$ cat src/hw/rtl/fpsq_pkg.sv
package fpsq_pkg;

   // Operand and result widths.
   localparam int unsigned MAG_W  = 64;
   localparam int unsigned OUT_W  = 49;

   // Root bits produced by the recurrence, one per step.
   localparam int unsigned ROOT_W = 48;

   // Width of the partial remainder after the next two radicand bits are shifted in.
   localparam int unsigned REM_W  = ROOT_W + 3;

   // Number of recurrence steps, one per pipeline stage.
   localparam int unsigned STEPS  = ROOT_W;

   // Work carried from one recurrence stage to the next.
   typedef struct packed {
      logic              neg;
      logic [MAG_W-1:0]  mag;
      logic [REM_W-1:0]  rem;
      logic [ROOT_W-1:0] root;
   } fpsq_stage_type;

endpackage

$ cat src/hw/rtl/fpsq_back.sv
module fpsq_back
   import fpsq_pkg::*;
(
   input  logic                    clock,
   input  logic                    reset,
   input  logic                    advance,
   input  logic                    round_enable,
   input  logic                    in_valid,
   input  fpsq_stage_type          in_stage,
   output logic                    out_valid,
   output logic signed [OUT_W-1:0] out_root
);

   logic             rnd_valid_ff;
   logic             rnd_neg_ff;
   logic [OUT_W-1:0] rnd_root_ff;
   logic [OUT_W-1:0] rnd_root_in;
   logic             out_valid_ff;
   logic [OUT_W-1:0] out_root_ff;
   logic [OUT_W-1:0] out_root_in;

   // Round to nearest when round_enable is set and the final remainder exceeds the root; negate for a negative operand.
   always_comb begin
      if (round_enable && (in_stage.rem > {{(REM_W-ROOT_W){1'b0}}, in_stage.root})) begin
         rnd_root_in = {1'b0, in_stage.root} + 1'b1;
      end else begin
         rnd_root_in = {1'b0, in_stage.root};
      end
      out_root_in = rnd_neg_ff ? (~rnd_root_ff + 1'b1) : rnd_root_ff;
   end

   always_ff @(posedge clock) begin
      if (reset) begin
         rnd_valid_ff <= 1'b0;
         out_valid_ff <= 1'b0;
      end else if (advance) begin
         rnd_valid_ff <= in_valid;
         out_valid_ff <= rnd_valid_ff;
      end
      if (advance) begin
         rnd_neg_ff  <= in_stage.neg;
         rnd_root_ff <= rnd_root_in;
         out_root_ff <= out_root_in;
      end
   end

   assign out_valid = out_valid_ff;
   assign out_root  = out_root_ff;

   // A rounded magnitude always fits below the sign bit.
   a_mag_fits: assert property (@(posedge clock) disable iff (reset)
      rnd_valid_ff |-> !rnd_root_ff[OUT_W-1])
      else $error("rounded root overflows");

   // A non-negative operand never gives a negative root.
   a_sign: assert property (@(posedge clock) disable iff (reset)
      (advance && rnd_valid_ff && !rnd_neg_ff) |=> !out_root_ff[OUT_W-1])
      else $error("root sign wrong for non-negative operand");

endmodule

$ cat config.mk
export PLATFORM = sky130hd
export DESIGN_NAME = fpsq_back
export DESIGN_NICKNAME = d
export VERILOG_FILES = /design/src/hw/rtl/fpsq_pkg.sv /design/src/hw/rtl/fpsq_back.sv
export SDC_FILE = /design/constraint.sdc
export NUM_CORES = 1
export LEC_CHECK = 0
export BUFFER_PORTS_ARGS = -buffer_cell sky130_fd_sc_hd__buf_2
export CORE_AREA = 3 3 116 118
export DETAILED_ROUTE_END_ITERATION = 6
export DIE_AREA = 0 0 119 121
export GPL_TIMING_DRIVEN = 0
export PLACE_DENSITY = 0.92
export SETUP_SLACK_MARGIN = 0.5
export SLEW_MARGIN = 25
export SYNTH_ARGS = -nofsm -noshare
export SYNTH_HDL_FRONTEND = slang
export SYNTH_SLANG_ARGS = --single-unit
$ cat constraint.sdc
create_clock -name clock -period 4.1 [get_ports clock]
set_clock_uncertainty 0.05 [all_clocks]
set_input_delay 0.205 -clock clock [delete_from_list [all_inputs] [get_ports clock]]
set_output_delay 0.205 -clock clock [all_outputs]
set_load 0.02 [all_outputs]
==> results.json <==
{
  "holdWs_ps": 91.6,
  "tightest_slew_ps": 752,
  "drt_iter0_markers": 611,
  "clk_latency_ps": 340,
  "final_cell_mix": "153 x buf_2, 99 x edfxtp_1, 94 x xnor2_1",
  "timing.fmax_ghz": 0.301,
  "synth_cell_types": 47,
  "cts-root-buf": "clkbuf_16",
  "place.gp.congestion": 0.979,
  "slowest_stage": "or4_4",
  "cts_setup_buffers": 0,
  "syn_area_per_cell_um2": 10.9,
  "rows": 41,
  "dp_hpwl_um": 12400,
  "critPathBufInv": 0,
  "viasPerCell": 5.58,
  "core_um2": 12600,
  "rsz0062_at_grt": "false",
  "fp.dieH_um": 121,
  "cts_tree": "yes",
  "placed_cell_area_um2": 7350,
  "fin_crit_sh": 0.811,
  "die_w_um": 119,
  "yosysSeqAreaShare": 0.476,
  "critical_path.cell_chain": "or4_4 > nor4_1 > nand4_1 > or2_1 > or3_1 > or2_1 > o21ai_0 > xnor2_1",
  "slew_violations": 0,
  "path_clk_slew_ps": 60,
  "seqPwrFrac": 0.494,
  "report.final.setup_viol": 0,
  "clockBufferDepth": 2,
  "cpLargestDelayFamily": "simple AND/OR/NAND/NOR gates",
  "antenna_found_initial": 1,
  "ys_seq_elements": 101,
  "crit_fanout": 5,
  "path_class": "flop to flop",
  "outcome": "finished, final reports clean",
  "leakagePower_nw": 3.03,
  "numCtsBuffers": 9,
  "grt_pass1_vias": 5016,
  "cellPowerDensity_nw_per_um2": 346,
  "netlist_instances": 578,
  "min_period_ps": 3330,
  "io-pin-count": 219,
  "grt_pass1_wl_um": 23800,
  "synth_simple_gate_area_frac": 0.171,
  "clock_power_share": 0.317,
  "final_antenna_net_count": 0,
  "relSlewSlack": 0.496,
  "cp.required_ps": 4130,
  "nets": 965,
  "dieArea_um2": 14400,
  "synthesis.area_um2": 6330,
  "area_growth_pct": 21.4,
  "synth_compound_area_frac": 0.0787,
  "final_common_cell": "buf_2",
  "route.detailed.drc": 0,
  "combPwrFrac": 0.189,
  "wire_per_inst_um": 16.5,
  "synth-xor-area-share": 0.130,
  "fillers": 994,
  "peakVddDrop_mv": 0.198,
  "crit_arrival_ps": 3360,
  "setup_ws_ps": 773,
  "clock_sinks": 101,
  "maxCapViolations": 0,
  "synth_top_family_by_area": "simple AND/OR/NAND/NOR gates",
  "synth_mux_area_frac": 0.00494,
  "num_vias": 5159,
  "pre_cts_slack_ps": 467,
  "portBuffers": 154,
  "sw_frac_of_total": 0.254,
  "hold_viol": 0,
  "p_sw_uw": 675,
  "firstDrtPassIters": 6,
  "critPathCaptureType": "flop",
  "synth_fa_ha_area_frac": 0.0989,
  "cts_hold_buf": 2,
  "ctsResizeCount": 0,
  "synth_fp_nets": 797,
  "drive_gt1_frac": 0.244,
  "grt_usage": 0.209,
  "wl_um": 15200,
  "critical_path.max_stage_delay_ps": 550,
  "path_common_cell": "or2_1",
  "synth_top_flop_cell": "edfxtp_1",
  "hold_class": "primary input to flop",
  "htreeDepth": 3,
  "tns_ps": 0,
  "yosysWarnings": 0,
  "start_util": 0.504,
  "p_int_mw": 1.99,
  "synthArstFlopShare": 0,
  "design_area_um2": 7680,
  "critical_path.startpoint_type": "flop",
  "grt_remaining_overflow": 0,
  "grt_max_degree": 88,
  "synth_edf_count": 99
}
power by group through the flow:
| stage | clock [mW] | combinational (mW) | sequential [mW] |
|---|---|---|---|
| floorplan | 0 | 0.230 | 1.39 |
| global placement | 0 | 0.476 | 1.33 |
| detailed placement | 0 | 0.496 | 1.33 |
| CTS | 0.860 | 0.500 | 1.31 |
| global route | 0.901 | 0.550 | 1.32 |
| finish | 0.844 | 0.502 | 1.31 |
flip-flops by register name (all words and copies together) (netlist names):
signal        count
rnd_root_ff      49
out_root         49
out_valid         1
rnd_valid_ff      1
rnd_neg_ff        1
cell usage after synthesis (all sizes together) (10+ instances only):
cell type	n	area (µm²)
a21oi	16	80.1
clkbuf	12	45.0
edfxtp	99	2970
ha	50	626
inv	54	203
nand2	36	135
nand3	14	70.1
nand4	19	119
nor2	12	45.0
nor3	27	140
nor4	26	169
o21ai	26	138
o31ai	12	90.1
or3	10	67.6
or4	13	105
xnor2	94	823
cells by family (layout without fill, tap and decap cells):
logic type / count (synthesis) / count (layout)
simple gates: 187 / 187
flops: 101 / 101
xor+xnor: 94 / 94
compound gates: 75 / 75
buf+inv: 68 / 241
fa+ha+maj: 50 / 50
mux: 3 / 3
other cells: 0 / 1
routing by layer:
layer / GRT usage / part of all wire / routed length (µm) / vias up
met1: 0.262 / 0.42 / 6330 / 2339
li1: - / - / - / 2495
met3: 0.0373 / 0.067 / 1020 / 61
met5: 0 / 0 / 0 / -
met4: 0.106 / 0.043 / 654 / 0
met2: 0.348 / 0.47 / 7200 / 264
worst reg2reg max path: stages, from the launching register on:
cell and delay [ps]:
edfxtp_1 480, or4_4 550, nor4_1 420, nand4_1 270
or2_1 330, or3_1 390, or2_1 270, o21ai_0 200
xnor2_1 110
stage by stage:
stage          power, mW  cells   util
2_1_floorplan       1.62    578      -
3_5_place_dp        1.83    905  0.585
3_3_place_gp        1.81    904  0.582
6_report            2.66    924  0.611
4_1_cts             2.67    923  0.611
5_1_grt             2.78    924  0.611
layout make-up:
class | count | area, µm² | share of cell area
multi-input combinational | 409 | 3070 | 0.399
sequential | 101 | 3010 | 0.392
timing repair buffer | 157 | 825 | 0.107
tap | 172 | 215 | 0.0280
clock inverter | 1 | 30.0 | 0.00391
clock buffer | 15 | 278 | 0.0362
inverter | 54 | 203 | 0.0264
antenna | 1 | 2.50 | 0.000326
buffer | 14 | 52.6 | 0.00684
worst paths after layout:
check	depth (start not counted)	endpoint	startpoint	slack (ps)
worst max-delay path	8	out_root[42]$_DFFE_PP_	rnd_root_ff[3]$_DFFE_PP_	770
worst min-delay path	3	rnd_valid_ff$_SDFFE_PP0P_	in_valid	90
worst max register to register	8	out_root[42]$_DFFE_PP_	rnd_root_ff[3]$_DFFE_PP_	770
worst min register to register	0	out_root[0]$_DFFE_PP_	rnd_root_ff[0]$_DFFE_PP_	460
No activity file was read; power rests on OpenSTA's default activity.
