**src/hw/rtl/fpsq_pkg.sv**
```systemverilog
package fpsq_pkg;

   // Operand and result widths.
   localparam int unsigned MAG_W  = 64;
   localparam int unsigned OUT_W  = 49;

   // Root bits produced by the recurrence, one per step.
   localparam int unsigned ROOT_W = 48;

   // Width of the partial remainder after the next two radicand bits are shifted in.
   localparam int unsigned REM_W  = ROOT_W + 3;

   // Number of recurrence steps, one per pipeline stage.
   localparam int unsigned STEPS  = ROOT_W;

   // Work carried from one recurrence stage to the next.
   typedef struct packed {
      logic              neg;
      logic [MAG_W-1:0]  mag;
      logic [REM_W-1:0]  rem;
      logic [ROOT_W-1:0] root;
   } fpsq_stage_type;

endpackage

```
**src/hw/rtl/fpsq_front.sv**
```systemverilog
module fpsq_front
   import fpsq_pkg::*;
(
   input  logic                clock,
   input  logic                reset,
   input  logic                advance,
   input  logic                in_valid,
   input  logic signed [MAG_W-1:0] in_value,
   output logic                out_valid,
   output fpsq_stage_type      out_stage
);

   logic           valid_ff;
   logic           valid_in;
   fpsq_stage_type stage_ff;
   fpsq_stage_type stage_in;

   // The two's complement negation of the most negative value yields 2^63 as an unsigned word.
   always_comb begin
      stage_in.neg  = in_value[MAG_W-1];
      stage_in.mag  = in_value[MAG_W-1] ? (~in_value + 1'b1) : in_value;
      stage_in.rem  = '0;
      stage_in.root = '0;
      valid_in      = in_valid;
   end

   always_ff @(posedge clock) begin
      if (reset) begin
         valid_ff <= 1'b0;
      end else if (advance) begin
         valid_ff <= valid_in;
      end
      if (advance) begin
         stage_ff <= stage_in;
      end
   end

   assign out_valid = valid_ff;
   assign out_stage = stage_ff;

endmodule

```
**config.mk**
```make
export PLATFORM = sky130hd
export DESIGN_NAME = fpsq_front
export DESIGN_NICKNAME = d
export VERILOG_FILES = /design/src/hw/rtl/fpsq_pkg.sv /design/src/hw/rtl/fpsq_front.sv
export SDC_FILE = /design/constraint.sdc
export NUM_CORES = 1
export LEC_CHECK = 0
export BUFFER_PORTS_ARGS = -buffer_cell sky130_fd_sc_hd__buf_2
export CAP_MARGIN = 20
export CORE_MARGIN = 2
export CORE_UTILIZATION = 46
export DETAILED_ROUTE_END_ITERATION = 8
export HOLD_SLACK_MARGIN = 0.15
export PLACE_DENSITY_LB_ADDON = 0.15
export SETUP_SLACK_MARGIN = 0.15
export SLEW_MARGIN = 20
export SYNTH_ARGS = -nofsm -noshare
export SYNTH_HDL_FRONTEND = slang
export SYNTH_SLANG_ARGS = --single-unit
```
**constraint.sdc**
```tcl
create_clock -name clock -period 3.2 [get_ports clock]
set_input_delay 0.64 -clock clock [delete_from_list [all_inputs] [get_ports clock]]
set_output_delay 0.64 -clock clock [all_outputs]
set_load 0.005 [all_outputs]
```
==> results of run 1 <==
[final cells by class]
cell class              instances  area [um2]
repair buffers                137         696
fillers                       819        4250
inverters                       3        11.3
well taps                     111         139
clock buffers                   9         124
flip-flops and latches         66        1970
multi-input cells             293        1850
clock inverters                 7        68.8
[through the flow]
step	cell area [um2]	hold WS (ns)	std cells	worst slack (ns)	power [mW]
4_1_cts	4860	0.434	626	0.574	2.15
3_3_place_gp	4660	0.474	610	0.273	1.45
6_report	4860	0.440	626	0.565	2.13
3_5_place_dp	4660	0.484	610	0.207	1.46
2_1_floorplan	4640	0.485	475	0.630	1.35
5_1_grt	4860	0.444	626	0.376	2.23
[routing by layer]
metal | wire length (um) | part of all wire (%) | GRT usage [%] | vias up
li1 | - | - | - | 1429
met1 | 3790 | 41 | 22.4 | 1420
met2 | 4550 | 49 | 28.8 | 154
met3 | 796 | 8.6 | 3.27 | 9
met4 | 115 | 1.2 | 6.95 | 0
met5 | 0 | 0 | 0 | -
[kinds of logic after synthesis]
| logic type | Yosys count | synth area share (%) |
|---|---|---|
| other | 1 | 0.0878 |
| buffers and inverters | 116 | 19.2 |
| multiplexers | 1 | 0.234 |
| AO/OA/AOI/OAI | 52 | 9.64 |
| XOR/XNOR | 61 | 12.5 |
| AND/OR/NAND/NOR | 79 | 11.8 |
| flip-flops | 66 | 46.2 |
| adder cells (fa/ha/maj) | 1 | 0.293 |
[power groups by stage]
stage               Sequential [mW]  Clock [mW]  Combinational [mW]
global placement               1.10           0               0.347
detailed placement             1.10           0               0.354
global route                   1.09       0.747               0.394
floorplan                      1.11           0               0.233
CTS                            1.08       0.714               0.355
finish                         1.08       0.699               0.354
[worst max-delay path by stage]
stage               cells past startpoint                        to  slack [ns]
floorplan                               7  out_stage[160]$_DFFE_PP_        0.63
global placement                        6  out_stage[156]$_DFFE_PP_        0.27
detailed placement                      6  out_stage[145]$_DFFE_PP_        0.21
CTS                                     6  out_stage[145]$_DFFE_PP_        0.57
global route                            6  out_stage[148]$_DFFE_PP_        0.38
finish                                  6  out_stage[156]$_DFFE_PP_        0.57
[critical path, stage by stage]
cell     delay (ns)
buf_2          0.12
or4_1          0.68
nor3b_4        0.35
nand4_4        0.30
o41ai_1        0.51
xnor2_1        0.10
[layout by cell type, fill, tap and decap left out, types with 2 or more instances in the layout]
cell type,netlist,final
buf_2,3,133
conb_1,1,99
edfxtp_1,65,65
xnor2_1,61,61
nand2_1,20,20
o41ai_1,17,17
o31ai_1,17,17
o21ai_0,14,14
or3_1,9,9
clkbuf_8,0,9
nor4_1,8,8
nor2_1,7,7
or4_1,7,7
nand2b_1,6,6
nor3_1,4,4
buf_4,100,4
inv_1,3,3
or2_2,3,3
and2_1,2,2
o41ai_2,2,2
nand4_1,2,2
clkinv_2,0,2
[sequential cells by signal, indices dropped and copies added, names as in the netlist]
| name | cells |
|---|---|
| out_valid | 1 |
| out_stage | 65 |
==> metrics.yaml, run 1 <==
final_nets: 579
grt_usage_pct: 17.4
die_height_um: 100
avgRoutedWirePerCell_um: 14.8
clockBufferDepth: 2
r2r_start: "out_valid$_SDFFE_PP0P_"
syn-cell-area_mm2: 0.00427
synth_edf_count: 65
min_from: "reset"
numCtsBuffers: 9
internal_power_mw: 1.57
tightest_slew_ns: 0.620
slew_viol_final: 0
setup_tns_ns: 0
dp.final_hpwl_mm: 6.98
p_switching_mw: 0.560
cp_data_arrival_time_ns: 2.71
clk_pin_slew_ns: 0.08
crit_path_end_kind: "register"
r2r_setup_slack_ns: 2.62
yosysTopAreaCell: "edfxtp_1"
grt_max_degree: 46
io_buffer_count: 133
yosys-top-cells-count: "100 x buf_4, 65 x edfxtp_1, 61 x xnor2_1, 20 x nand2_1"
finalCritPeriodShare_pct: 82.3
rsz0062_at_grt: "false"
min_path_cells: 2
initial_core_util_pct: 46.9
io_pins: 233
yosys_warnings: 0
drv_cap: 0
wirelength_mm: 9.25
p_sw_share_pct: 26.3
drtPass1Iterations: 4
ys_seq_area_share_pct: 46.2
grt_overflow_total: 0
p_seq_share_pct: 50.6
finalHoldViolCount: 0
min_path_type: "input port to register"
layout-drive-gt1-share_pct: 32.2
cts.sinks: 66
postCtsHoldBufs: 0
ys_ff_latch: 66
fin_crit_ns: 2.63
grt_pass1_vias: 2715
max_freq_mhz: 380
synthFlopType: "edfxtp_1"
place.gp.congestion: 0.781
synth_most_common_cell: "buf_4"
drc_errors: 0
cts_tree: "yes"
cp_max_fo: 15
syn_inst: 377
synth_top_area_share_pct: 45.7
grt_pass1_wl_mm: 13.5
core_area_mm2: 0.00911
vias: 3012
ant_nets: 0
area_delta_synth_final_pct: 13.7
ys_types: 39
p_leak_nw: 2.01
num_rows: 35
rr_endpoint: "out_valid$_SDFFE_PP0P_"
antenna_found_initial: 0
synth-async-reset-ratio_pct: 0
crit_type: "input port to register"
min_to: "out_valid$_SDFFE_PP0P_"
root_buffer: "clkbuf_8"
max-slew-margin-rel_pct: 58.3
setup_violations: 0
irDropWorstVdd_mv: 0.219
required_ns: 3.28
cts_max_level: 3
die_w_um: 100
p_comb_share_pct: 16.6
synth_area_leaders: "edfxtp_1 46%, buf_4 18%, xnor2_1 13%"
vias_per_cell: 4.81
cp-start-kind: "input port"
startpoint: "in_value[15]"
clk_latency_ns: 0.35
n_antenna_cell: 0
p_clk_share_pct: 32.8
power_density_mw_per_mm2: 440
r2r_cells: 2
cts_setup_buffers: 0
dieArea_mm2: 0.0101
avgSynthCellArea_um2: 11.3
fin_skew_ns: 0
cts.repair.resized: 0
utilization_pct: 53.3
drt-initial-drc-count: 150
status: "complete, no violations"
Note: power is estimated with default switching activity, not from simulation.
==> run 2: changes to the inputs <==
==> constraint.sdc (replaced) <==
create_clock -name clock -period 2.73 [get_ports clock]
set_input_delay 0.546 -clock clock [delete_from_list [all_inputs] [get_ports clock]]
set_output_delay 0.546 -clock clock [all_outputs]
set_load 0.005 [all_outputs]
==> metrics.yaml, run 2 (same netlist as run 1, synthesis figures left out) <==
startpoint: "in_value[15]"
cp_max_fo: 15  # unchanged
vias_per_cell: 4.75  # -1.3%
crit_slowest_cell: "or4_1"
die_height_um: 100  # unchanged
p_switching_mw: 0.627  # +12%
ant_nets: 0  # unchanged
cp-start-kind: "input port"
slew_viol_final: 0  # unchanged
min_from: "reset"
layout_common_cells: "133 x buf_2, 99 x conb_1, 65 x edfxtp_1"
area_delta_synth_final_pct: 17.2
min_path_type: "input port to register"
placed_cell_area_mm2: 0.00477  # +2.3%
wirelength_mm: 9.13  # -1.3%
wl_met1_mm: 3.88  # +2.6%
grt_max_degree: 35  # -24%
largest_reg_flops: 65  # unchanged
core_area_mm2: 0.00911  # unchanged
grt_pass1_wl_mm: 13.9  # +2.7%
cts_tree: "yes"
cp_cell_sequence: "buf_2 > or4_1 > nor3b_4 > nand4_4 > buf_12 > o41ai_1 > xnor2_1"
r2r_setup_slack_ns: 2.16  # -0.46 ns
cp_data_arrival_time_ns: 2.48  # -0.23 ns
numCtsBuffers: 9  # unchanged
clk_latency_ns: 0.33  # -0.02 ns
fin_area_mm2: 0.00501  # +3.1%
antenna_found_initial: 0  # unchanged
min_to: "out_valid$_SDFFE_PP0P_"
place.gp.congestion: 0.792  # +1.4%
die_w_um: 100  # unchanged
crit_type: "input port to register"
drt-initial-drc-count: 81  # -46%
p_comb_share_pct: 16.6  # about the same
drc_errors: 0  # unchanged
rsz0062_at_grt: "false"
irDropWorstVdd_mv: 0.258  # +18%
crit_path_end_kind: "register"
drv_cap: 0  # unchanged
layout-drive-gt1-share_pct: 33.8  # +1.5 points
p_seq_share_pct: 50.0  # -0.6 points
fin_crit_ns: 2.41
setup_violations: 0  # unchanged
status: "complete, no violations"
n_antenna_cell: 0  # unchanged
setup_tns_ns: 0  # unchanged
io_buffer_count: 133  # unchanged
avgRoutedWirePerCell_um: 14.3  # -3.2%
cp_num_buf_inv: 2  # +1
postCtsHoldBufs: 0  # unchanged
r2r_cells: 2  # unchanged
internal_power_mw: 1.90  # +21%
grt_usage_pct: 17.7  # +0.33 points
power_density_mw_per_mm2: 506  # +15%
initial_core_util_pct: 46.9  # unchanged
drtPass1Iterations: 4  # unchanged
dp.cells: 621  # +1.8%
layout.cells.non_filler: 638  # +1.9%
fin_skew_ns: 0  # unchanged
p_sw_share_pct: 24.8  # -1.5 points
cts_max_level: 3  # unchanged
clockBufferDepth: 2  # unchanged
num_rows: 35  # unchanged
rr_endpoint: "out_valid$_SDFFE_PP0P_"
slowest_delay_ns: 0.63  # -0.05 ns
p_clk_share_pct: 33.3  # +0.5 points
finalHoldViolCount: 0  # unchanged
n_fill_cell: 814  # -0.61%
final_nets: 591  # +2.1%
crit_family: "simple AND/OR/NAND/NOR gates"
max_freq_mhz: 415
min_path_cells: 2  # unchanged
r2r_start: "out_valid$_SDFFE_PP0P_"
io_pins: 233  # unchanged
grt_overflow_total: 0  # unchanged
p_leak_nw: 2.09  # +3.9%
clk_pin_slew_ns: 0.07  # about the same
grt_pass1_vias: 2731  # +0.59%
vias: 3029  # +0.56%
dp.final_hpwl_mm: 6.99  # about the same
routed.top_layer: "met4"
dieArea_mm2: 0.0101  # unchanged
layout_commonest_cell: "buf_2"
required_ns: 2.80  # -0.48 ns
root_buffer: "clkbuf_8"
hold_ws_ns: 0.372  # -0.0684 ns
wl_met3_um: 655  # -18%
finalCritPeriodShare_pct: 88.3
wl_met2_mm: 4.51  # -0.94%
cts.sinks: 66  # unchanged
run 2: changes by cell type in the layout (fill, tap and decap cells not counted):
cell and change:
o41ai_2 +2, o41ai_1 -2, clkinv_4 -1, clkbuf_8 +2, clkinv_2 -2, clkinv_1 -1
buf_4 +9, buf_12 +3, inv_6 -1, clkbuf_1 +3
run 2: worst register-to-register path: cells and delay by family, from the launching register on:
kind	cells	cell delay [ns]
flops	1	0.31
mux	1	0.11
simple gates	1	0.05
run 2: layout make-up:
class	instances	area (um2)	area share, %
Inverter	3	11.3	0.225
Clock buffer	14	163	3.25
Sequential cell	66	1970	39.4
Clock inverter	2	37.5	0.750
Tap cell	111	139	2.77
Multi-Input combinational cell	293	1860	37.2
Timing Repair Buffer	149	823	16.4
run 2: metal layers:
metal	global-route usage (%)	vias to the layer above
li1	-	1452
met1	23.8	1425
met2	28.7	146
met3	3.83	6
met4	5.58	0
met5	0	-
run 2: metrics by stage:
| stage | util, % | power (mW) | worst slack [ns] |
|---|---|---|---|
| 3_3_place_gp | 52.4 | 1.70 | -0.0583 |
| 3_5_place_dp | 52.4 | 1.71 | -0.138 |
| 6_report | 55.0 | 2.53 | 0.320 |
| 2_1_floorplan | - | 1.58 | 0.254 |
| 5_1_grt | 55.0 | 2.67 | 0.245 |
| 4_1_cts | 54.6 | 2.55 | 0.223 |
run 2: worst max path at each step:
stage	end	slack [ns]	depth (start not counted)
final	out_stage[158]$_DFFE_PP_	0.32	7
after global routing	out_stage[148]$_DFFE_PP_	0.25	7
after CTS	out_stage[156]$_DFFE_PP_	0.22	6
after detailed placement	out_stage[156]$_DFFE_PP_	-0.14	6
after global placement	out_stage[148]$_DFFE_PP_	-0.06	6
after floorplan	out_stage[160]$_DFFE_PP_	0.25	7
run 2: power by group through the flow:
| stage | combinational (mW) | clock [mW] | sequential, mW |
|---|---|---|---|
| 5_1_grt | 0.468 | 0.922 | 1.28 |
| 4_1_cts | 0.420 | 0.862 | 1.27 |
| 3_3_place_gp | 0.413 | 0 | 1.29 |
| 6_report | 0.421 | 0.844 | 1.27 |
| 3_5_place_dp | 0.419 | 0 | 1.29 |
| 2_1_floorplan | 0.273 | 0 | 1.30 |
run 2: repair_timing:
item,4_1_cts,5_1_grt
endpoints found under the hold margin,0,0
gates resized for setup,0,2
setup endpoints to repair,0,4
setup buffers,0,1
