<file path="config.mk">
export PLATFORM = sky130hd
export DESIGN_NAME = fpsq_step
export DESIGN_NICKNAME = d
export VERILOG_FILES = /design/src/hw/rtl/fpsq_pkg.sv /design/src/hw/rtl/fpsq_step.sv
export SDC_FILE = /design/constraint.sdc
export NUM_CORES = 1
export LEC_CHECK = 0
export ABC_AREA = 1
export BUFFER_PORTS_ARGS = -buffer_cell sky130_fd_sc_hd__buf_2
export CORE_MARGIN = 8
export CORE_UTILIZATION = 50
export CTS_CLUSTER_DIAMETER = 120
export DETAILED_ROUTE_END_ITERATION = 10
export GPL_ROUTABILITY_DRIVEN = 0
export PLACE_DENSITY = 0.78
export SLEW_MARGIN = 20
export SYNTH_ARGS = -nofsm -noshare
export SYNTH_HDL_FRONTEND = slang
export SYNTH_SLANG_ARGS = --single-unit
</file>
<file path="constraint.sdc">
create_clock -name clock -period 5.1 [get_ports clock]
set_clock_uncertainty 0.05 [all_clocks]
set_input_delay 0.255 -clock clock [delete_from_list [all_inputs] [get_ports clock]]
set_output_delay 0.255 -clock clock [all_outputs]
set_load 0.01 [all_outputs]
</file>
<file path="src/hw/rtl/fpsq_pkg.sv">
package fpsq_pkg;

   // Operand and result widths.
   localparam int unsigned MAG_W  = 64;
   localparam int unsigned OUT_W  = 49;

   // Root bits produced by the recurrence, one per step.
   localparam int unsigned ROOT_W = 48;

   // Width of the partial remainder after the next two radicand bits are shifted in.
   localparam int unsigned REM_W  = ROOT_W + 3;

   // Number of recurrence steps, one per pipeline stage.
   localparam int unsigned STEPS  = ROOT_W;

   // Work carried from one recurrence stage to the next.
   typedef struct packed {
      logic              neg;
      logic [MAG_W-1:0]  mag;
      logic [REM_W-1:0]  rem;
      logic [ROOT_W-1:0] root;
   } fpsq_stage_type;

endpackage

</file>
<file path="src/hw/rtl/fpsq_step.sv">
module fpsq_step
   import fpsq_pkg::*;
(
   input  logic           clock,
   input  logic           reset,
   input  logic           advance,
   input  logic           in_valid,
   input  fpsq_stage_type in_stage,
   output logic           out_valid,
   output fpsq_stage_type out_stage
);

   logic           valid_ff;
   fpsq_stage_type stage_ff;
   fpsq_stage_type stage_in;
   logic [REM_W-1:0] rem_shift;
   logic [REM_W-1:0] trial;
   logic             fits;

   // One restoring step: bring down the next radicand bit pair and try to subtract 4*root+1.
   always_comb begin
      rem_shift = {in_stage.rem[REM_W-3:0], in_stage.mag[MAG_W-1 -: 2]};
      trial     = {1'b0, in_stage.root, 2'b01};
      fits      = (rem_shift >= trial);

      stage_in.neg  = in_stage.neg;
      stage_in.mag  = {in_stage.mag[MAG_W-3:0], 2'b00};
      stage_in.rem  = fits ? (rem_shift - trial) : rem_shift;
      stage_in.root = {in_stage.root[ROOT_W-2:0], fits};
   end

   always_ff @(posedge clock) begin
      if (reset) begin
         valid_ff <= 1'b0;
      end else if (advance) begin
         valid_ff <= in_valid;
      end
      if (advance) begin
         stage_ff <= stage_in;
      end
   end

   assign out_valid = valid_ff;
   assign out_stage = stage_ff;

   // The remainder never exceeds twice the partial root.
   a_rem_bound: assert property (@(posedge clock) disable iff (reset)
      valid_ff |-> (stage_ff.rem <= {2'b00, stage_ff.root, 1'b0}))
      else $error("remainder out of bound");

endmodule

</file>
==> results.md, run 1 <==
* Run status: completed
* Number of violations of the max-capacitance limit at 0
* CTS H-tree lvls at 4
* Horiz. Die Dim at 158.6 um
* Fin. Hold Viols at 0
* Worst Tran Pin Value at around 0.77 ns
* Setup tns final at 0 ns
* Slack of the critical path at 1.395 ns
* Ratio of final minimum period to clock period at 0.7266
* Die boundary height at 158.6 um
* CTS buffer count at 17
* Post-CTS Setup Bufs at 0
* Share of total power in sequential cells at 0.414
* Sum of net half-perimeters after detailed placement at 25330 um
* Boundary pin count at approximately 330
* Insertion delay to the later sink of the worst-skew pair at roughly 0.44 ns
* Final setup fails at 0
* Pin count of the biggest net entering global routing at 65
* Syn. warnings at 0
* Area overhead of the layout relative to synthesis at 35.62%
* Overflow after GRT at 0
* Worst Setup Start Kind: primary input
* Part of the power in the clock network at 0.333
* Input/output buffers at 328
* Most frequent cells in the layout: sky130_fd_sc_hd__nand2_1, sky130_fd_sc_hd__buf_2, sky130_fd_sc_hd__inv_1
* First-pass GRT wire length at 51360 um
* Standard-cell rows at between 50 and 60
* Final count of pins violating max slew at 0
* CP startpoint: in_stage[11]
* CTS Hold Buffers Added at between 100 and 150
* Starting density of the core at 0.5056
* Seq cells post-synth at between 150 and 200
* Layout filler cell count at approximately 1600
* Switching portion of total power at 0.3212
* Most common cell after layout, fill and taps aside: sky130_fd_sc_hd__nand2_1
* Worst EP required at between 5 and 6 ns
* Layout cell share with drive strength beyond 1 at 0.2317
* DR iter-0 viols at 865
* RSZ-0062 raised after global routing: false
* Drt drc at 0
* Worst min-delay path class: in2reg
* Startpoint of the tightest hold check path: in_valid
* Setup WS pre-CTS at between 1.5 and 2 ns
* Die area at around 25000 um2
* Classification of the worst setup path: in2reg
* Avg Cell Area, Syn at between 7 and 8 um2
* Cells resized by post-CTS repair at 0
* Power per Cell Area at between 200 and 300 nW/um2
* Maximum count of clock buffers along a single path at 2
* Area inside the core boundary at 20100 um2
* Clock tree from TritonCTS: done
* Overall routed net length at approximately 34000 um
* Internal power component at approximately 2.7 mW
* Number of global-route vias before repair at 9815
* Number of antenna violations at the first check in global routing at 3
* Comb pwr share at 0.253
* Clock tree sinks at 163
* Cell count after synthesis at around 1300
* Detailed-router iteration count before antenna repair at 6
* Post-Synthesis Cell Area at a little over 10000 um2
* Vias after detailed routing at 9923
* Achievable clock frequency at ~270 MHz
* Count of antenna-violating nets left after detailed routing at 0
* Synth cell types at 32
* Global-route usage over all layers at 0.2680
* Min cycle time layout at roughly 3.7 ns
* Seq/Total Area, Yosys at 0.4806
* Max-slew headroom at the worst pin at 0.4840
* Vias per inst at 4.908
* Power dissipated by switching net loads at roughly 1.3 mW
* Diode insertion count for antenna repair at 0
* Critical Path Fanout Max at 44
* Count of nets after finishing at 1957
* VDD IR max at roughly 0.23 mV
* Per-cell routed wire length at about 17 um
* Arrival @ worst endpoint at about 3.8 ns
* Critical path capture point type: register
* Clock slew at reported path FFs at 0.07 ns
* Reg-to-Reg Start: out_valid
* Static power due to leakage at around 7 nW
* Root buffer cell: sky130_fd_sc_hd__clkbuf_16
flip-flops by register name, summed over array words and instances, names as in the netlist:
name,cells
out_valid,1
out_stage,162
power groups by stage:
stage,combinational (mW),sequential (mW),clock [mW]
2_1_floorplan,0.479,1.78,0
3_3_place_gp,0.926,1.69,0
3_5_place_dp,0.938,1.70,0
4_1_cts,1.01,1.67,1.36
5_1_grt,1.12,1.68,1.41
6_report,1.02,1.67,1.35
synthesized netlist by cell type:
library cell                 n  area, um2
sky130_fd_sc_hd__nor2_1     89      334.1
sky130_fd_sc_hd__dfxtp_1     1      20.02
sky130_fd_sc_hd__inv_2      10      37.54
sky130_fd_sc_hd__conb_1      1      3.750
sky130_fd_sc_hd__or2_2       1      6.260
sky130_fd_sc_hd__xnor2_1    23      201.4
sky130_fd_sc_hd__inv_1     269       1010
sky130_fd_sc_hd__mux2i_1     1      10.01
sky130_fd_sc_hd__ha_1       50      625.6
sky130_fd_sc_hd__nor4_1      2      12.51
sky130_fd_sc_hd__clkbuf_1    1      3.750
sky130_fd_sc_hd__buf_6       7      78.83
sky130_fd_sc_hd__o21ai_2    11      96.34
sky130_fd_sc_hd__nor3_2      1      10.01
sky130_fd_sc_hd__nand3_1    56      280.3
sky130_fd_sc_hd__nor3_1      4      20.02
sky130_fd_sc_hd__nand2_2     4      25.02
sky130_fd_sc_hd__nor2_2     12      75.07
sky130_fd_sc_hd__o21ai_1    14      70.07
sky130_fd_sc_hd__nand3b_1   12      90.09
sky130_fd_sc_hd__xor2_1      7      61.31
sky130_fd_sc_hd__nor2_4      3      33.78
sky130_fd_sc_hd__o21ai_0     7      35.03
sky130_fd_sc_hd__edfxtp_1  162       4865
sky130_fd_sc_hd__buf_2       2      10.01
sky130_fd_sc_hd__nand2_1   486       1824
sky130_fd_sc_hd__a21oi_1    28      140.1
sky130_fd_sc_hd__buf_4       2      15.01
sky130_fd_sc_hd__a21boi_0    4      30.03
sky130_fd_sc_hd__nand4_1    10      62.56
sky130_fd_sc_hd__o21bai_1    8      60.06
sky130_fd_sc_hd__nand3_4     1      17.52
worst max-delay path, stage by stage:
cell and delay, ns:
sky130_fd_sc_hd__dlygate4sd3_1 0.53, sky130_fd_sc_hd__buf_2 0.11, sky130_fd_sc_hd__inv_1 0.05, sky130_fd_sc_hd__ha_1 0.34, sky130_fd_sc_hd__nand2_1 0.18, sky130_fd_sc_hd__inv_1 0.06
sky130_fd_sc_hd__nand2_1 0.06, sky130_fd_sc_hd__nand2_1 0.08, sky130_fd_sc_hd__nand2_1 0.07, sky130_fd_sc_hd__nand2_1 0.08, sky130_fd_sc_hd__inv_1 0.06, sky130_fd_sc_hd__nand3_1 0.21
sky130_fd_sc_hd__nand2_1 0.18, sky130_fd_sc_hd__nand3_4 0.31, sky130_fd_sc_hd__inv_2 0.57, sky130_fd_sc_hd__buf_4 0.51, sky130_fd_sc_hd__o21ai_1 0.14
layout make-up:
| class | count | area, um2 | area share |
|---|---|---|---|
| Clock buffer | 17 | 425.4 | 0.03086 |
| Clock inverter | 15 | 180.2 | 0.01307 |
| Inverter | 279 | 1047 | 0.07597 |
| Multi-Input combinational cell | 836 | 4129 | 0.2995 |
| Sequential cell | 163 | 4885 | 0.3543 |
| Tap cell | 270 | 337.8 | 0.02451 |
| Timing Repair Buffer | 442 | 2781 | 0.2018 |
metrics by stage:
stage	std cells	utilization	hold WS, ns	power, mW	cell area [um2]
CTS	2022	0.6857	0.003494	4.048	13790
floorplan	1290	-	0.2774	2.260	10170
finish	2022	0.6857	0.008544	4.040	13790
detailed placement	1879	0.6003	0.3728	2.637	12070
global placement	1879	0.6003	0.3635	2.619	12070
global route	2022	0.6857	0.03829	4.220	13790
worst paths after layout:
kind                         to  slack, ns  cells after the start
hold reg to reg       out_valid       0.44                      2
setup reg to reg      out_valid       4.47                      2
setup / recovery  out_stage[69]       1.39                     17
hold / removal        out_valid      0.009                      3
layer usage:
metal	global-route usage	part of all wire
met2	0.4646	0.48
met3	0.05945	0.093
met4	0.1293	0.045
met5	0	0.0012
met1	0.3083	0.38
kinds of logic (layout without fill, tap and decap cells):
family | after synthesis | in the layout | synth area share
xor gates and xnor gates | 30 | 30 | 0.02585
other | 1 | 2 | 0.0003689
muxes | 1 | 1 | 0.0009848
and+or+nand+nor | 681 | 681 | 0.2746
adders and majority gates | 50 | 50 | 0.06155
DFF | 163 | 163 | 0.4806
AOI/OAI and AO/OA | 72 | 72 | 0.04247
buffers and inverters | 291 | 753 | 0.1136
Power figures use the tool's default switching activity.
==> run 2, diff against run 1 <==
- ABC_AREA: 1 -> 0
- PLACE_DENSITY: 0.78 -> 0.81
- clock period: 5.1 -> 3.5 ns (I/O delays scaled with it)
==> results.md, run 2 <==
* Max-slew headroom at the worst pin at 0.5419 (+0.05793)
* Vias after detailed routing at 7929 (-20%)
* Arrival @ worst endpoint at 3.49 ns (-0.34 ns)
* Leading cell type by number of instances after synthesis: sky130_fd_sc_hd__edfxtp_1
* Area inside the core boundary at 17000 um2 (-15%)
* CP startpoint: in_stage[11]
* Count of nets after finishing at 1432 (-27%)
* Final setup fails at 0 (unchanged)
* Clock tree sinks at 163 (unchanged)
* Reg-to-reg slack, setup at 2.23 ns (-2.24 ns)
* Seq/Total Area, Yosys at 0.5710 (+0.09046)
* Overflow after GRT at 0 (unchanged)
* Top post-synthesis cells by area: sky130_fd_sc_hd__edfxtp_1, sky130_fd_sc_hd__ha_1, sky130_fd_sc_hd__nand2_1, sky130_fd_sc_hd__a21oi_1, sky130_fd_sc_hd__o21ai_1
* CTS H-tree lvls at 4 (unchanged)
* Dominant cell type by area after synthesis: sky130_fd_sc_hd__edfxtp_1
* Drt drc at 0 (unchanged)
* Starting density of the core at 0.5033 (-0.002289)
* Vias per inst at 5.446 (+11%)
* Die area at 21550 um2 (-14%)
* Min cycle time layout at approximately 3.4 ns
* Insertion delay to the later sink of the worst-skew pair at 0.42 ns (-0.02 ns)
* Setup tns final at 0 ns (unchanged)
* Slack of the critical path at 0.1323 ns (-1.262 ns)
* Post-synthesis mux area share at 0.006436 (+0.005451)
* Hold slack final at 0.01500 ns (+0.006454 ns)
* Clock slew at reported path FFs at 0.07 ns (about the same)
* Overall routed net length at 30100 um (-11%)
* Largest family of logic cells by synthesized area: compound AO/OA/AOI/OAI gates
* Area overhead of the layout relative to synthesis at 45.18%
* Cell count after synthesis at 757 (-41%)
* Fraction of registers with async set/reset at 0 (unchanged)
* Post-Synthesis Cell Area at 8554 um2 (-16%)
* First-pass GRT wire length at 45700 um (-11%)
* FF-to-FF End: out_valid
* Area share of xor/xnor cells in the synthesized design at 0.05017 (+0.02432)
* Final count of pins violating max slew at 0 (unchanged)
* Ratio of final minimum period to clock period at 0.9622
* VDD IR max at 0.3309 mV (+43%)
* Boundary pin count at 333 (unchanged)
* Worst min-delay path class: in2reg
* Worst EP required at 3.62 ns (-1.61 ns)
* Input/output buffers at 328 (unchanged)
* Static power due to leakage at 5.530 nW (-22%)
* Clock tree from TritonCTS: done
* Achievable clock frequency at just under 300 MHz
* CTS buffer count at 17 (unchanged)
* Number of violations of the max-capacitance limit at 0 (unchanged)
* Number of global-route vias before repair at 8041 (-18%)
* RSZ-0062 raised after global routing: false
* Depth of the worst register-to-register path at 3 (+1)
* Avg Cell Area, Syn at 11.30 um2 (+43%)
* Most numerous cell types in the synthesized netlist: sky130_fd_sc_hd__edfxtp_1, sky130_fd_sc_hd__nand2_1, sky130_fd_sc_hd__inv_1
* Fin. Hold Viols at 0 (unchanged)
* Most common cell after layout, fill and taps aside: sky130_fd_sc_hd__buf_2
* Timing endpoint of the critical path: out_stage[87]
* Flip-flop count of the largest register after layout at 162 (unchanged)
* Post-Synth Adder-Cell Area at 0.07313 (+0.01159)
* Detailed-router iteration count before antenna repair at 6 (unchanged)
* Final total power at 5.703 mW (+41%)
* Number of enable flip-flop cells after synthesis at 162 (unchanged)
* DR iter-0 viols at 834 (-3.6%)
* Count of antenna-violating nets left after detailed routing at 0 (unchanged)
* Seq cells post-synth at 163 (unchanged)
* Horiz. Die Dim at 146.8 um (-7.4%)
* Root buffer cell: sky130_fd_sc_hd__clkbuf_16
* Sum of net half-perimeters after detailed placement at 19950 um (-21%)
* Pin count of the biggest net entering global routing at 72 (+11%)
* Most frequent cells in the layout: sky130_fd_sc_hd__buf_2, sky130_fd_sc_hd__edfxtp_1, sky130_fd_sc_hd__dlygate4sd3_1
* Maximum count of clock buffers along a single path at 2 (unchanged)
* Standard-cell rows at 48 (-7.7%)
* Critical Path Fanout Max at 14 (-68%)
* Layout cell share with drive strength beyond 1 at 0.3222 (+0.09045)
* Worst Tran Pin Value at 0.6871 ns (-0.08690 ns)
* Die boundary height at 146.8 um (-7.4%)
* Number of antenna violations at the first check in global routing at 4 (+1)
* Power per Cell Area at 459.2 nW/um2 (+57%)
* Classification of the worst setup path: in2reg
* Syn. warnings at 0 (unchanged)
* Global-route usage over all layers at 0.2695 (+0.001451)
* Post-Route Utilization at 0.7307 (+0.04500)
* Per-cell routed wire length at 20.67 um (+24%)
* Setup WS pre-CTS at 0.01353 ns (-1.491 ns)
* Synth cell types at 59 (+84%)
* Complex-gate fraction of the synthesized area at 0.1536 (+0.1111)
* Worst Setup Start Kind: primary input
* Post-synthesis simple-gate area fraction at 0.09756 (-0.1771)
* Reg-to-Reg Start: out_valid
* Synth top area share at 0.5687 (+0.09009)
* Dominant synthesized flop cell: sky130_fd_sc_hd__edfxtp_1
* Critical path capture point type: register
* Run status: completed
==> run 2: changes by cell type after synthesis, moves of 13 or more <==
| cell | change |
|---|---|
| sky130_fd_sc_hd__o21ai_1 | +36 |
| sky130_fd_sc_hd__a21oi_1 | +26 |
| sky130_fd_sc_hd__o21ai_0 | +13 |
| sky130_fd_sc_hd__nand2_1 | -404 |
| sky130_fd_sc_hd__inv_1 | -212 |
| sky130_fd_sc_hd__xor2_1 | +21 |
| sky130_fd_sc_hd__clkbuf_1 | +31 |
| sky130_fd_sc_hd__nand3_1 | -45 |
| sky130_fd_sc_hd__nor2_1 | -61 |
| sky130_fd_sc_hd__a21o_1 | +27 |
==> run 2: how the worst min path moves through the flow <==
| stage | startpoint | endpoint | slack, ns | depth (start not counted) |
|---|---|---|---|---|
| floorplan | reset | out_valid | 0.20 | 1 |
| global placement | reset | out_valid | 0.28 | 2 |
| detailed placement | reset | out_valid | 0.29 | 2 |
| CTS | in_stage[73] | out_stage[75] | 0.0001 | 3 |
| global route | in_stage[85] | out_stage[87] | 0.003 | 2 |
| finish | in_stage[62] | out_stage[64] | 0.01 | 3 |
==> run 2: timing repair <==
action,in CTS,in global routing
resized for setup,0,4
hold buffers,129,0
buffers inserted,0,1
setup endpoints to repair,0,26
endpoints found under the hold margin,128,0
==> run 2: kinds of logic after synthesis <==
family / count (synthesis)
AOI/OAI and AO/OA: 208
xor gates and xnor gates: 49
DFF: 163
other: 1
and+or+nand+nor: 179
adders and majority gates: 50
buffers and inverters: 102
muxes: 5
==> run 2: area by class of cell <==
class | instances | area [um2]
fillers | 1064 | 4577
flip-flops and latches | 163 | 4885
repair buffers | 481 | 3178
inverters | 58 | 217.7
diodes | 5 | 12.51
multi-input cells | 493 | 3274
clock inverters | 14 | 145.1
well taps | 225 | 281.5
clock buffers | 17 | 425.4
==> run 2: routing by layer <==
metal  track usage  wire, um
met1        0.2928     10780
met2        0.4832     15090
met3       0.07413      2917
met4        0.1159      1312
met5             0         0
==> run 2: where the power goes <==
part / switching (mW) / internal (mW) / total [mW]
Sequential: 0.0566 / 2.40 / 2.45
Clock: 0.850 / 1.00 / 1.85
Combinational: 0.788 / 0.611 / 1.40
==> run 2: per-stage QoR <==
| stage | area (um2) | std cells |
|---|---|---|
| after floorplan | 8558 | 758 |
| after global placement | 10500 | 1289 |
| after detailed placement | 10500 | 1289 |
| after CTS | 12360 | 1449 |
| after global routing | 12420 | 1455 |
| final | 12420 | 1456 |
==> run 2: worst max-delay path, cell delays in order <==
cell and delay (ns):
sky130_fd_sc_hd__dlygate4sd3_1 0.52, sky130_fd_sc_hd__buf_2 0.12, sky130_fd_sc_hd__inv_1 0.04, sky130_fd_sc_hd__ha_1 0.44
sky130_fd_sc_hd__nand4_1 0.16, sky130_fd_sc_hd__o211ai_2 0.29, sky130_fd_sc_hd__a31oi_1 0.17, sky130_fd_sc_hd__or4_4 0.55
sky130_fd_sc_hd__o211ai_4 0.29, sky130_fd_sc_hd__a31oi_4 0.17, sky130_fd_sc_hd__buf_12 0.19, sky130_fd_sc_hd__inv_2 0.07
sky130_fd_sc_hd__mux2_1 0.31
==> run 3, diff against run 2 <==
- ABC_AREA: 0 -> 1
- PLACE_DENSITY: 0.81 -> 0.78
- clock period: 3.5 -> 4.25 ns (I/O delays scaled with it)
==> results.md, run 3 (synthesized netlist as in run 1, its figures left out) <==
* Run status: completed
* Depth of the worst register-to-register path at 3 (unchanged)
* Most common cell after layout, fill and taps aside: sky130_fd_sc_hd__nand2_1
* Setup WS pre-CTS at 0.8832 ns (+0.8697 ns)
* Overflow after GRT at 0 (unchanged)
* Reg-to-reg slack, setup at 3.03 ns (+0.80 ns)
* Input/output buffers at 328 (unchanged)
* Global-route usage over all layers at 0.2629 (-0.006581)
* Slack of the critical path at 0.7307 ns (+0.5983 ns)
* Most frequent cells in the layout: sky130_fd_sc_hd__nand2_1, sky130_fd_sc_hd__buf_2, sky130_fd_sc_hd__inv_1
* Worst Tran Pin Value at 0.9619 ns (+0.2748 ns)
* Maximum count of clock buffers along a single path at 2 (unchanged)
* Static power due to leakage at 7.116 nW (+29%)
* Area inside the core boundary at 20100 um2 (+18%)
* Horiz. Die Dim at 158.6 um (+8.0%)
* Die area at 25150 um2 (+17%)
* Cell area after layout at 13790 um2 (+11%)
* Flip-flop count of the largest register after layout at 162 (unchanged)
* Per-cell routed wire length at 16.53 um (-20%)
* Boundary pin count at 333 (unchanged)
* Die boundary height at 158.6 um (+8.0%)
* Clock slew at reported path FFs at 0.08 ns (about the same)
* Overall routed net length at 33500 um (+11%)
* DR iter-0 viols at 741 (-11%)
* Layout cell share with drive strength beyond 1 at 0.2315 (-0.09072)
* FF-to-FF End: out_valid
* Pin count of the biggest net entering global routing at 108 (+50%)
* Achievable clock frequency at 284.1 MHz
* Worst EP required at 4.51 ns (+0.89 ns)
* Starting density of the core at 0.5056 (+0.002289)
* Number of antenna violations at the first check in global routing at 5 (+1)
* CTS buffer count at 17 (unchanged)
* WHS Path Cells at 3 (unchanged)
* Root buffer cell: sky130_fd_sc_hd__clkbuf_16
* Final count of pins violating max slew at 0 (unchanged)
* Reg-to-Reg Start: out_valid
* Sum of net half-perimeters after detailed placement at 25310 um (+27%)
* Max-slew headroom at the worst pin at 0.3587 (-0.1832)
* VDD IR max at 0.2840 mV (-14%)
* Classification of the worst setup path: in2reg
* Standard-cell rows at 52 (+8.3%)
* Insertion delay to the later sink of the worst-skew pair at 0.43 ns (about the same)
* Ratio of final minimum period to clock period at 0.8281
* Final setup fails at 0 (unchanged)
* Critical Path Fanout Max at 37 (+23)
* Post-Route Utilization at 0.6858 (-0.04488)
* Count of antenna-violating nets left after detailed routing at 0 (unchanged)
* Placed cell area at 12080 um2 (+15%)
* Count of nets after finishing at 1959 (+37%)
* Detailed-router iteration count before antenna repair at 6 (unchanged)
* Area overhead of the layout relative to synthesis at 35.65%
* Number of global-route vias before repair at 9626 (+20%)
* Clock tree sinks at 163 (unchanged)
* Startpoint of the tightest hold check path: in_stage[75]
* Vias per inst at 4.827 (-11%)
* Clock tree from TritonCTS: done
* Layout Cells excl Fill at 2027 (+39%)
* Vias after detailed routing at 9784 (+23%)
* Drt drc at 0 (unchanged)
* RSZ-0062 raised after global routing: false
* Worst Setup Start Kind: primary input
* First-pass GRT wire length at 50430 um (+10%)
* Arrival @ worst endpoint at 3.78 ns (+0.29 ns)
* CTS H-tree lvls at 4 (unchanged)
* Number of violations of the max-capacitance limit at 0 (unchanged)
* Power per Cell Area at 347.1 nW/um2 (-24%)
* # placed instances at 1880 (+46%)
* Post-CTS Setup Bufs at 0 (unchanged)
* Setup tns final at 0 ns (unchanged)
* Worst min-delay path class: in2reg
* Worst Hold Path EP: out_stage[77]
* Min cycle time layout at about 3.5 ns
* Critical path capture point type: register
* Fin. Hold Viols at 0 (unchanged)
[run 3: cell count changes in the layout (fill, tap and decap cells not counted), moves of 27 or more]
cell | previous run | this run
sky130_fd_sc_hd__nor2_1 | 28 | 89
sky130_fd_sc_hd__o21ai_1 | 49 | 14
sky130_fd_sc_hd__inv_1 | 57 | 269
sky130_fd_sc_hd__nand2_1 | 82 | 486
sky130_fd_sc_hd__a21o_1 | 27 | 0
sky130_fd_sc_hd__nand3_1 | 11 | 56
[run 3: timing repair]
item / CTS / global route
endpoints found under the hold margin: 111 / 0
resized for setup: 0 / 0
hold buffers: 112 / 0
[run 3: worst max-delay path, cell delays in order]
cell and delay, ns:
sky130_fd_sc_hd__dlygate4sd3_1 0.54, sky130_fd_sc_hd__buf_2 0.12, sky130_fd_sc_hd__inv_1 0.04, sky130_fd_sc_hd__ha_1 0.35, sky130_fd_sc_hd__nand2_1 0.11, sky130_fd_sc_hd__inv_1 0.06
sky130_fd_sc_hd__nand2_1 0.14, sky130_fd_sc_hd__inv_1 0.08, sky130_fd_sc_hd__nand2_1 0.07, sky130_fd_sc_hd__nand2_1 0.07, sky130_fd_sc_hd__inv_1 0.06, sky130_fd_sc_hd__nand3_1 0.21
sky130_fd_sc_hd__nand2_1 0.19, sky130_fd_sc_hd__nand3_4 0.32, sky130_fd_sc_hd__inv_2 0.61, sky130_fd_sc_hd__buf_4 0.39, sky130_fd_sc_hd__nand2_1 0.10, sky130_fd_sc_hd__nand2_1 0.09
[run 3: power by group]
part,total [mW],internal (mW),switching (mW)
sequential,2.01,1.97,0.0405
combinational,1.22,0.478,0.746
clock,1.56,0.786,0.769
total,4.79,3.23,1.56
[run 3: per-stage QoR]
stage / hold WS, ns / power (mW)
floorplan: 0.2349 / 2.712
global placement: 0.3210 / 3.143
detailed placement: 0.3289 / 3.162
CTS: 0.001138 / 4.791
global route: 0.005018 / 5.002
finish: 0.004729 / 4.786
[run 3: routing by layer]
metal / global-route usage / wire length [um]
met5: 0 / 26
met1: 0.2983 / 12970
met4: 0.09564 / 1020
met2: 0.4721 / 16560
met3: 0.06162 / 2922
[run 3: worst max path at each step]
stage,start,endpoint,depth (start not counted)
5_1_grt,in_stage[12],out_stage[89],18
4_1_cts,in_stage[16],out_stage[87],18
2_1_floorplan,in_stage[13],out_stage[54],15
3_3_place_gp,in_stage[16],out_stage[73],17
3_5_place_dp,in_stage[15],out_stage[97],17
6_report,in_stage[15],out_stage[87],18
[run 3: layout make-up]
| class | instances | area (um2) |
|---|---|---|
| Fill cell | 1606 | 6316 |
| Clock inverter | 15 | 157.7 |
| Sequential cell | 163 | 4885 |
| Antenna cell | 3 | 7.507 |
| Multi-Input combinational cell | 836 | 4129 |
| Timing Repair Buffer | 444 | 2799 |
| Tap cell | 270 | 337.8 |
| Inverter | 279 | 1047 |
| Clock buffer | 17 | 425.4 |
